### config.mk
export PLATFORM = sky130hd
export DESIGN_NAME = stable_priority_queue_top
export DESIGN_NICKNAME = d
export VERILOG_FILES = /design/src/rtl/spq_pkg.sv /design/src/rtl/spq_cell.sv /design/src/rtl/stable_priority_queue_top.sv
export SDC_FILE = /design/constraint.sdc
export NUM_CORES = 2
export LEC_CHECK = 0
export ABC_AREA = 0
export BUFFER_PORTS_ARGS = -buffer_cell sky130_fd_sc_hd__buf_2
export CORE_MARGIN = 10
export CORE_UTILIZATION = 60
export CTS_BUF_LIST = sky130_fd_sc_hd__clkbuf_8
export DETAILED_ROUTE_END_ITERATION = 10
export GPL_TIMING_DRIVEN = 0
export HOLD_SLACK_MARGIN = 0.08
export MAX_ROUTING_LAYER = met4
export PLACE_DENSITY = 0.77
export SETUP_SLACK_MARGIN = 0.4
export SLEW_MARGIN = 25
export SYNTH_ARGS = -nofsm -noshare
export SYNTH_HDL_FRONTEND = slang
export SYNTH_SLANG_ARGS = --single-unit
export TNS_END_PERCENT = 10
### constraint.sdc
create_clock -name clk_i -period 12.8 [get_ports clk_i]
set_input_delay 0 -clock clk_i [delete_from_list [all_inputs] [get_ports clk_i]]
set_output_delay 0 -clock clk_i [all_outputs]
set_load 0.005 [all_outputs]
### src/rtl/spq_pkg.sv
package spq_pkg;

  localparam int unsigned Depth = 16;
  localparam int unsigned CntW  = $clog2(Depth + 1);

  localparam int unsigned ValW  = 32;
  localparam int unsigned PrioW = 16;
  localparam int unsigned OccW  = 5;
  localparam int unsigned StatW = 2;

  localparam int unsigned InDataW  = ((ValW + PrioW + 7) / 8) * 8;
  localparam int unsigned OutDataW = ((ValW + PrioW + OccW + 7) / 8) * 8;

  typedef enum logic [0:0] {
    OP_INSERT = 1'b0,
    OP_REMOVE = 1'b1
  } op_e;

  typedef enum logic [StatW-1:0] {
    ST_DONE  = 2'd0,
    ST_EMPTY = 2'd1,
    ST_FULL  = 2'd2
  } status_e;

  typedef struct packed {
    logic [PrioW-1:0]       prio;
    logic signed [ValW-1:0] value;
  } payload_t;

  typedef struct packed {
    logic     valid;
    payload_t data;
  } entry_t;

  // Broadcast to every cell in the row for one accepted item.
  typedef struct packed {
    logic     ins;
    logic     rem;
    payload_t item;
  } cell_ctrl_t;

endpackage

### src/rtl/spq_cell.sv
module spq_cell (
  input  logic               clk_i,
  input  logic               rst_ni,
  input  spq_pkg::cell_ctrl_t ctrl_i,
  input  spq_pkg::entry_t    left_i,
  input  logic               left_keep_i,
  input  spq_pkg::entry_t    right_i,
  output spq_pkg::entry_t    entry_o,
  output logic               keep_o
);

  logic             valid_q, valid_d;
  spq_pkg::payload_t data_q, data_d;

  // An entry stays in place on insert when it is ahead of the new item;
  // equal priority stays ahead so that ties leave in arrival order.
  assign keep_o = valid_q && (data_q.prio <= ctrl_i.item.prio);

  always_comb begin
    valid_d = valid_q;
    data_d  = data_q;
    if (ctrl_i.ins) begin
      if (!keep_o) begin
        if (left_keep_i) begin
          valid_d = 1'b1;
          data_d  = ctrl_i.item;
        end else begin
          valid_d = left_i.valid;
          data_d  = left_i.data;
        end
      end
    end else if (ctrl_i.rem) begin
      valid_d = right_i.valid;
      data_d  = right_i.data;
    end
  end

  always_ff @(posedge clk_i or negedge rst_ni) begin
    if (!rst_ni) begin
      valid_q <= 1'b0;
    end else begin
      valid_q <= valid_d;
    end
  end

  always_ff @(posedge clk_i) begin
    data_q <= data_d;
  end

  assign entry_o.valid = valid_q;
  assign entry_o.data  = data_q;

endmodule

### src/rtl/stable_priority_queue_top.sv
// Sorted priority queue of spq_pkg::Depth entries; smaller priority leaves first,
// equal priorities leave in arrival order.
// Input channel s_axis: tuser carries the operation (insert or remove head),
// tdata carries the value and priority of an insert.
// Output channel m_axis: exactly one item per accepted input item; tuser holds
// the status (done, remove on empty, insert on full), tdata holds the removed
// value and priority (zero unless a remove succeeded) and the occupancy.
// The entries sit in a row of cells. On insert every cell compares its
// priority with the new one and either holds, loads the new item or takes its
// left neighbor; on remove every cell takes its right neighbor. One compare
// per cell sets the timing, so one item is accepted per cycle.
// The result of an accepted item is in the output register from the cycle after acceptance.
// Throughput is one item per cycle while the receiver takes results.
// When the receiver stalls, the result waits in the output register and the
// input is held off until it is taken.
// Reset empties the queue and the output register at once; no clearing pass.
module stable_priority_queue_top (
  input  logic                         clk_i,
  input  logic                         rst_ni,
  input  logic                         s_axis_tvalid_i,
  output logic                         s_axis_tready_o,
  // [31:0] item_value, [47:32] item_priority
  input  logic [spq_pkg::InDataW-1:0]  s_axis_tdata_i,
  // [0] operation
  input  logic [0:0]                   s_axis_tuser_i,
  output logic                         m_axis_tvalid_o,
  input  logic                         m_axis_tready_i,
  // [31:0] removed_value, [47:32] removed_priority, [52:48] occupancy
  output logic [spq_pkg::OutDataW-1:0] m_axis_tdata_o,
  // [1:0] status
  output logic [spq_pkg::StatW-1:0]    m_axis_tuser_o
);

  localparam int unsigned Depth = spq_pkg::Depth;

  spq_pkg::entry_t    entries [Depth];
  logic [Depth-1:0]   keep;
  spq_pkg::cell_ctrl_t ctrl;

  logic                      accept;
  logic                      full, empty;
  logic [spq_pkg::CntW-1:0]  cnt_q, cnt_d;
  logic                      out_valid_q;
  spq_pkg::status_e          status;
  logic [spq_pkg::OutDataW-1:0] out_data_q, out_data_d;
  logic [spq_pkg::StatW-1:0] out_user_q;
  spq_pkg::payload_t         removed;

  assign s_axis_tready_o = !out_valid_q || m_axis_tready_i;
  assign accept          = s_axis_tvalid_i && s_axis_tready_o;

  assign full  = entries[Depth-1].valid;
  assign empty = !entries[0].valid;

  always_comb begin
    ctrl.item.value = s_axis_tdata_i[spq_pkg::ValW-1:0];
    ctrl.item.prio  = s_axis_tdata_i[spq_pkg::ValW +: spq_pkg::PrioW];
    ctrl.ins = 1'b0;
    ctrl.rem = 1'b0;
    status   = spq_pkg::ST_DONE;
    cnt_d    = cnt_q;
    removed  = '0;
    if (accept) begin
      if (s_axis_tuser_i == spq_pkg::OP_INSERT) begin
        if (full) begin
          status = spq_pkg::ST_FULL;
        end else begin
          ctrl.ins = 1'b1;
          cnt_d    = cnt_q + 1'b1;
        end
      end else begin
        if (empty) begin
          status = spq_pkg::ST_EMPTY;
        end else begin
          ctrl.rem = 1'b1;
          cnt_d    = cnt_q - 1'b1;
          removed  = entries[0].data;
        end
      end
    end
    out_data_d = {
      {(spq_pkg::OutDataW - spq_pkg::ValW - spq_pkg::PrioW - spq_pkg::OccW){1'b0}},
      spq_pkg::OccW'(cnt_d),
      removed.prio,
      removed.value
    };
  end

  for (genvar i = 0; i < Depth; i++) begin : g_cell
    spq_pkg::entry_t left, right;
    logic            left_keep;

    if (i == 0) begin : g_head
      assign left      = '0;
      assign left_keep = 1'b1;
    end else begin : g_mid
      assign left      = entries[i-1];
      assign left_keep = keep[i-1];
    end

    if (i == Depth - 1) begin : g_tail
      assign right = '0;
    end else begin : g_body
      assign right = entries[i+1];
    end

    spq_cell u_cell (
      .clk_i       (clk_i),
      .rst_ni      (rst_ni),
      .ctrl_i      (ctrl),
      .left_i      (left),
      .left_keep_i (left_keep),
      .right_i     (right),
      .entry_o     (entries[i]),
      .keep_o      (keep[i])
    );
  end

  always_ff @(posedge clk_i or negedge rst_ni) begin
    if (!rst_ni) begin
      cnt_q       <= '0;
      out_valid_q <= 1'b0;
    end else begin
      cnt_q <= cnt_d;
      if (accept) begin
        out_valid_q <= 1'b1;
      end else if (m_axis_tready_i) begin
        out_valid_q <= 1'b0;
      end
    end
  end

  always_ff @(posedge clk_i) begin
    if (accept) begin
      out_data_q <= out_data_d;
      out_user_q <= status;
    end
  end

  assign m_axis_tvalid_o = out_valid_q;
  assign m_axis_tdata_o  = out_data_q;
  assign m_axis_tuser_o  = out_user_q;

endmodule

## Word-level counts from Yosys, hierarchy flattened

Index checks and enable logic that the tools add are counted.

- Register bits: 845
- Bits in latches: 0
- Bits in writable memories: 0
- Memory bits (read-only): 0
- Bits of input ports: 53
- Logic and storage cells: 265
- Memories kept: 0

- Add/sub/neg operators: 2
- Multiply operators: 0
- Divide/modulo/power cells: 0
- Magnitude comparators: 16
- Equal/unequal tests: 16
- Shift operators: 0
- Multiplexer cells: 140
- Bitwise operators: 0
- Reduce and logical (&&, ||, !) cells: 38

Operator list:

| operator | number |
|---|---|
| 48-bit two-way mux | 63 |
| 16-bit <= comparator | 16 |
| 1-bit two-way mux | 70 |
| 2-bit AND reduction | 17 |
| 2-bit inequality test (second input constant) | 16 |
| 5-bit two-way mux | 4 |
| 1-bit logical AND | 17 |
| 2-bit two-way mux | 3 |
| 5-bit by 1-bit adder with 5-bit output (second input constant) | 1 |
| 5-bit by 1-bit subtractor with 5-bit output (second input constant) | 1 |
| 2-bit nonzero test | 2 |
| 1-bit zero test | 1 |
| 1-bit logical OR | 1 |

## Logic depth before layout (Yosys ltp)

- Word-level depth: 6
- Depth in mapped cells: 12
- Mapped depth without buffers: 8

## By module

A second synthesis with hierarchy kept.

- Cells, all modules: 4580
- Area, all modules: 49531.3 um^2

Modules (own cells, without submodules):

| module | times used | cells each | area each (um^2) | sequential area each (um^2) |
|---|---|---|---|---|
| spq_cell (g_cell[0].u_cell ...) | 9 | 276 | 2940.3 | 1466.4 |
| spq_cell (g_cell[3].u_cell ...) | 7 | 276 | 2949.1 | 1466.4 |
| stable_priority_queue_top | 1 | 164 | 2424.8 | 1801.7 |

## Worst setup path after synthesis

OpenSTA, ideal clock, no wires.

- Kind: input -> register
- Start point: input s_axis_tdata_i[45] (netlist bit)
- End point: register g_cell[0].u_cell.data_q, in the netlist g_cell[0].u_cell.entry_o[0] (enable)
- Library setup time: 0.520 ns
- Data arrival time: 5.236 ns
- Data required time: 12.280 ns
- Path slack: 7.044 ns
- Stages: 10
- Path buffers: 3
- Cells stage by stage: clkbuf_1 inv_1 ha_1 and4_1 nand3_1 a211oi_1 nor4_2 buf_4 buf_6 o21ai_0

- Cells in the longest elaborated chain, start to end: 4

RTL lines:

| element | RTL line | source |
|---|---|---|
| start, declared | stable_priority_queue_top.sv:23 | `input logic [spq_pkg::InDataW-1:0] s_axis_tdata_i,` |
| 16-bit <= comparator | spq_cell.sv:17 | `assign keep_o = valid_q && (data_q.prio <= ctrl_i.item.prio);` |
| 1-bit logical AND | spq_cell.sv:17 |  |
| 2-bit inequality test (no source line) | -- |  |
| 2-bit AND reduction (no source line) | -- |  |
| end signal, assigned | spq_cell.sv:47 | `data_q <= data_d;` |
| end, declared | spq_cell.sv:13 | `spq_pkg::payload_t data_q, data_d;` |

Every way passes these cells.
A chain may end at the register's enable or synchronous reset.

## Final worst setup path

- Start point: input s_axis_tdata_i[47] (netlist bit)
- End point: register g_cell[10].u_cell.data_q, in the netlist g_cell[10].u_cell.entry_o[11] (enable)

- Cells in the longest elaborated chain, start to end: 4

RTL lines:

| element | RTL line |
|---|---|
| 16-bit <= comparator | spq_cell.sv:17 |
| 1-bit logical AND | spq_cell.sv:17 |
| 2-bit inequality test (no source line) | -- |
| 2-bit AND reduction (no source line) | -- |
| end signal, assigned | spq_cell.sv:47 |
| end, declared | spq_cell.sv:13 |

Every way passes these cells.

==> summary.txt <==
Pwr
  • Switching share of power: a little under two fifths
  • Cell Int Power: around 6.5 mW
  • Maximum VDD drop: roughly 0.17 mV
  • Portion of total power attributed to sequential cells: between 40% and 50%
  • Pwr per Cell Area: ~180 nW/um2
  • Share of total power in the clock network: a little under a quarter
  • Tot Pwr: ~10 mW
  • Leakage dissipation: between 20 and 25 nW
  • Combinational group share of total power: a little under a third
  • Sw power: 3.94 mW

Timing
  • Headroom to the max-slew limit: between 20% and 30%
  • Final setup fails: 0
  • Transition at the pin with the smallest max-transition slack: 1.13 ns
  • Post-Route Skew: ~0.045 ns
  • Fmax achieved: 181 MHz
  • Hold Fails Final Rpt: 0
  • Min Clock Period, post-route: 5.51 ns
  • Number of pins exceeding their max-slew limit in the final report: 0
  • Fin Setup TNS: 0 ns
  • Part of the cycle the worst path needs: 43.1%
  • Final Worst Setup Slack: roughly 7.3 ns
  • RSZ-0062 raised after global routing: no
  • Worst Hold Margin: approximately 0.13 ns

Cells and area
  • Non-Filler Instances: between 6,000 and 7,000
  • Final non-filler cell area: 58,200 um2
  • Total area of multi-input combinational cells: between 20,000 and 25,000 um2
  • NumNets Final: just under 6,000
  • Fraction of layout instances using a drive strength above 1: around 12%
  • Synth-to-layout area growth: 11.6%
  • Register cell area after layout: between 20,000 and 30,000 um2
  • FILL cells: 6,942
  • Core occupancy in the finished layout: just under 70%

Logic synthesis
  • Register area share after synthesis: 48.5%
  • Area of the mapped netlist: 52,100 um2
  • Number of enable flip-flop cells after synthesis: ~820
  • Synth area leader: sky130_fd_sc_hd__edfxtp_1
  • Cell types with the highest counts after synthesis: 1,405 x sky130_fd_sc_hd__nand2_1, 823 x sky130_fd_sc_hd__edfxtp_1, 606 x sky130_fd_sc_hd__o21ai_0
  • Library cells used by synthesis: between 60 and 70
  • Most used flip-flop cell after synthesis: sky130_fd_sc_hd__edfxtp_1
  • Gate count after technology mapping: 5,190
  • Async set-or-reset flop fraction in the synthesized netlist: under 10%
  • Avg Synthesized Cell Area: 10.0 um2
  • Post-synthesis sequential element count: about 850
  • Post-synth top area share: around 47%
  • Cell types occupying the most area after synthesis: sky130_fd_sc_hd__edfxtp_1 47%, sky130_fd_sc_hd__o221a_1 11%, sky130_fd_sc_hd__nand2_1 10%, sky130_fd_sc_hd__o21ai_0 5.8%, sky130_fd_sc_hd__ha_1 5.8%
  • Most common cell in the synthesized netlist: sky130_fd_sc_hd__nand2_1
  • Yosys warns: 0

Drt
  • Antenna violation net count after detailed routing: 0
  • Total wire length after detailed routing: 188,000 um
  • Pre-antenna DRT Iters: 6
  • Vias/cell: about 6.8
  • Via Count: between 40,000 and 50,000
  • Routed wirelength normalized by instance count: 27.3 um
  • DR DRC count: 0
  • Number of design-rule violations left by the first detailed-router iteration: between 7,000 and 8,000

CTS
  • Clock root buffer master: sky130_fd_sc_hd__clkbuf_8
  • Number of CTS-inserted buffers: about 150
  • H-tree depth: 4
  • Clock tree buffer depth: 3
  • Sink count of the clock tree: between 800 and 900
  • Post-cts repair resize count: 0
  • Clock-pin slew of the registers on the worst-case setup and hold paths: approximately 0.060 ns
  • Clock insertion delay at the later pin of the skew report: approximately 0.88 ns
  • CTS tree: done

Die
  • Width of the die: approximately 310 um
  • Effective utilization at floorplan: 60.3%
  • Vertical die dimension: approximately 310 um
  • Die Footprint: between 90,000 and 100,000 um2
  • Core Box Area: ~86,000 um2
  • Floorplan row count: 108
  • Top-level port count: 113

Worst hold path
  • Class of the most critical hold timing path: in -> reg

Flow run
  • Total of max-cap violations: 0

Place
  • Input/output buffers: 109
  • DP Area: ~55,000 um2
  • DP Worst Slack: 7.17 ns
  • Detailed Place HPWL: around 150,000 um
  • Placer's final routability congestion estimate: 1.00
  • Cell count after placement: 6,539

Status
  • Result of the run: finished, final reports clean

Critical path
  • Required time worst endpoint: roughly 13 ns
  • Critical path class: in -> reg
  • Arrival time at the worst endpoint: between 6 and 7 ns
  • Category of the worst setup path capture point: register
  • Setup crit start kind: primary input
  • Crit-path max FO: 15

GRT
  • Total congestion overflow after global routing: 0
  • Initial antenna violation count: 5
  • Via count of the first global-routing pass: about 43,000
  • Global-route wire length before repair: around 270,000 um
  • GRT Overall Usage: a little under two fifths
  • Largest net degree at the start of global routing: 61
metal layers:
layer	vias to the layer above	track usage (%)	routed length [um]
li1	20600	-	-
met1	22000	52.2	74700
met2	3442	54.0	80100
met3	404	7.69	25600
met4	0	14.9	7110
met5	-	-	0
critical path: stages:
cell and delay (ns):
sky130_fd_sc_hd__dlygate4sd3_1 0.51, sky130_fd_sc_hd__buf_2 0.28, sky130_fd_sc_hd__clkbuf_1 0.66, sky130_fd_sc_hd__inv_1 0.70, sky130_fd_sc_hd__ha_1 0.57, sky130_fd_sc_hd__nand4_1 0.25, sky130_fd_sc_hd__a2111oi_2 0.33, sky130_fd_sc_hd__nor4b_1 0.13
sky130_fd_sc_hd__or3_1 0.35, sky130_fd_sc_hd__buf_2 0.21, sky130_fd_sc_hd__buf_6 0.18, sky130_fd_sc_hd__o211ai_1 0.14, sky130_fd_sc_hd__buf_2 0.27, sky130_fd_sc_hd__buf_6 0.16, sky130_fd_sc_hd__buf_4 0.17, sky130_fd_sc_hd__buf_4 0.19
sky130_fd_sc_hd__buf_2 0.25, sky130_fd_sc_hd__buf_2 0.26, sky130_fd_sc_hd__buf_4 0.21, sky130_fd_sc_hd__buf_4 0.17
cell families after synthesis:
logic type      after synthesis  synth area share [%]
compound gates             1554                  23.5
xor+xnor                      4                0.0672
fa+ha+maj                   242                  5.81
buf+inv                     524                  5.00
flops                       845                  48.5
mux                          96                  1.96
other cells                   1               0.00720
simple gates               1924                  15.2
power by group through the flow:
stage / clock, mW / sequential [mW] / combinational, mW
floorplan: 0 / 4.37 / 2.22
global placement: 0 / 4.70 / 3.00
detailed placement: 0 / 4.65 / 3.20
CTS: 2.43 / 4.60 / 3.23
global route: 2.54 / 4.69 / 3.60
finish: 2.44 / 4.67 / 3.32
placed cells by master (no fill, tap or decap), types with 9 or more instances in the layout:
| master | count |
|---|---|
| sky130_fd_sc_hd__nand2_1 | 1405 |
| sky130_fd_sc_hd__edfxtp_1 | 823 |
| sky130_fd_sc_hd__o21ai_0 | 605 |
| sky130_fd_sc_hd__o221a_1 | 501 |
| sky130_fd_sc_hd__clkbuf_1 | 283 |
| sky130_fd_sc_hd__buf_2 | 265 |
| sky130_fd_sc_hd__ha_1 | 242 |
| sky130_fd_sc_hd__nor2_1 | 196 |
| sky130_fd_sc_hd__clkbuf_8 | 160 |
| sky130_fd_sc_hd__a21oi_1 | 144 |
| sky130_fd_sc_hd__inv_1 | 79 |
| sky130_fd_sc_hd__nand3_1 | 79 |
| sky130_fd_sc_hd__o221a_2 | 75 |
| sky130_fd_sc_hd__buf_6 | 61 |
| sky130_fd_sc_hd__dlygate4sd3_1 | 60 |
| sky130_fd_sc_hd__a211oi_1 | 59 |
| sky130_fd_sc_hd__nand4_1 | 55 |
| sky130_fd_sc_hd__and3_1 | 54 |
| sky130_fd_sc_hd__buf_4 | 53 |
| sky130_fd_sc_hd__nor3_1 | 51 |
| sky130_fd_sc_hd__mux2i_1 | 48 |
| sky130_fd_sc_hd__clkinv_1 | 31 |
| sky130_fd_sc_hd__o211ai_1 | 28 |
| sky130_fd_sc_hd__o41ai_1 | 28 |
| sky130_fd_sc_hd__mux2_1 | 28 |
| sky130_fd_sc_hd__a21o_1 | 27 |
| sky130_fd_sc_hd__dfrtp_1 | 22 |
| sky130_fd_sc_hd__o41ai_2 | 20 |
| sky130_fd_sc_hd__mux2_2 | 20 |
| sky130_fd_sc_hd__nor2b_1 | 16 |
| sky130_fd_sc_hd__clkinv_2 | 14 |
| sky130_fd_sc_hd__or3_1 | 13 |
| sky130_fd_sc_hd__buf_1 | 13 |
| sky130_fd_sc_hd__nand2b_1 | 11 |
| sky130_fd_sc_hd__nor4_1 | 10 |
| sky130_fd_sc_hd__o21ai_1 | 10 |
| sky130_fd_sc_hd__a31o_1 | 10 |
| sky130_fd_sc_hd__a2111oi_2 | 9 |
| sky130_fd_sc_hd__nor4b_1 | 9 |
| sky130_fd_sc_hd__and2_1 | 9 |
registers in the layout, indices dropped and copies added, names as in the netlist:
register               flops
cnt_q                      5
m_axis_tuser_o             2
m_axis_tvalid_o            1
m_axis_tdata_o            53
g_cell.u_cell.valid_q     16
g_cell.u_cell.entry_o    768
final cells by class:
class / count / share of cell area [%]
tap: 1155 / 2.48
clock buffer: 160 / 3.79
inverter: 36 / 0.237
clock inverter: 102 / 0.981
timing repair buffer: 253 / 3.05
sequential: 845 / 43.4
antenna: 6 / 0.0258
buffer: 488 / 4.24
multi-input combinational: 3823 / 41.7
path summary, 6_finish.rpt:
kind | from | cells after the start | endpoint | slack [ns]
setup reg to reg | m_axis_tvalid_o$_DFFE_PN0P_ | 15 | g_cell[10].u_cell.entry_o[11]$_DFFE_PP_ | 7.63
hold / removal | s_axis_tdata_i[13] | 3 | g_cell[4].u_cell.entry_o[13]$_DFFE_PP_ | 0.13
hold reg to reg | cnt_q[4]$_DFF_PN0_ | 1 | cnt_q[4]$_DFF_PN0_ | 0.50
max in group asynchronous | rst_ni | 4 | g_cell[11].u_cell.valid_q$_DFFE_PN0P_ | 12.45
min in group asynchronous | rst_ni | 4 | cnt_q[1]$_DFF_PN0_ | 0.16
setup / recovery | s_axis_tdata_i[47] | 20 | g_cell[10].u_cell.entry_o[11]$_DFFE_PP_ | 7.29
repair_timing:
item	4_1_cts	5_1_grt
hold endpoints to repair	750	0
buffers inserted	0	0
hold buffers	61	0
No activity file was read; power rests on OpenSTA's default activity.
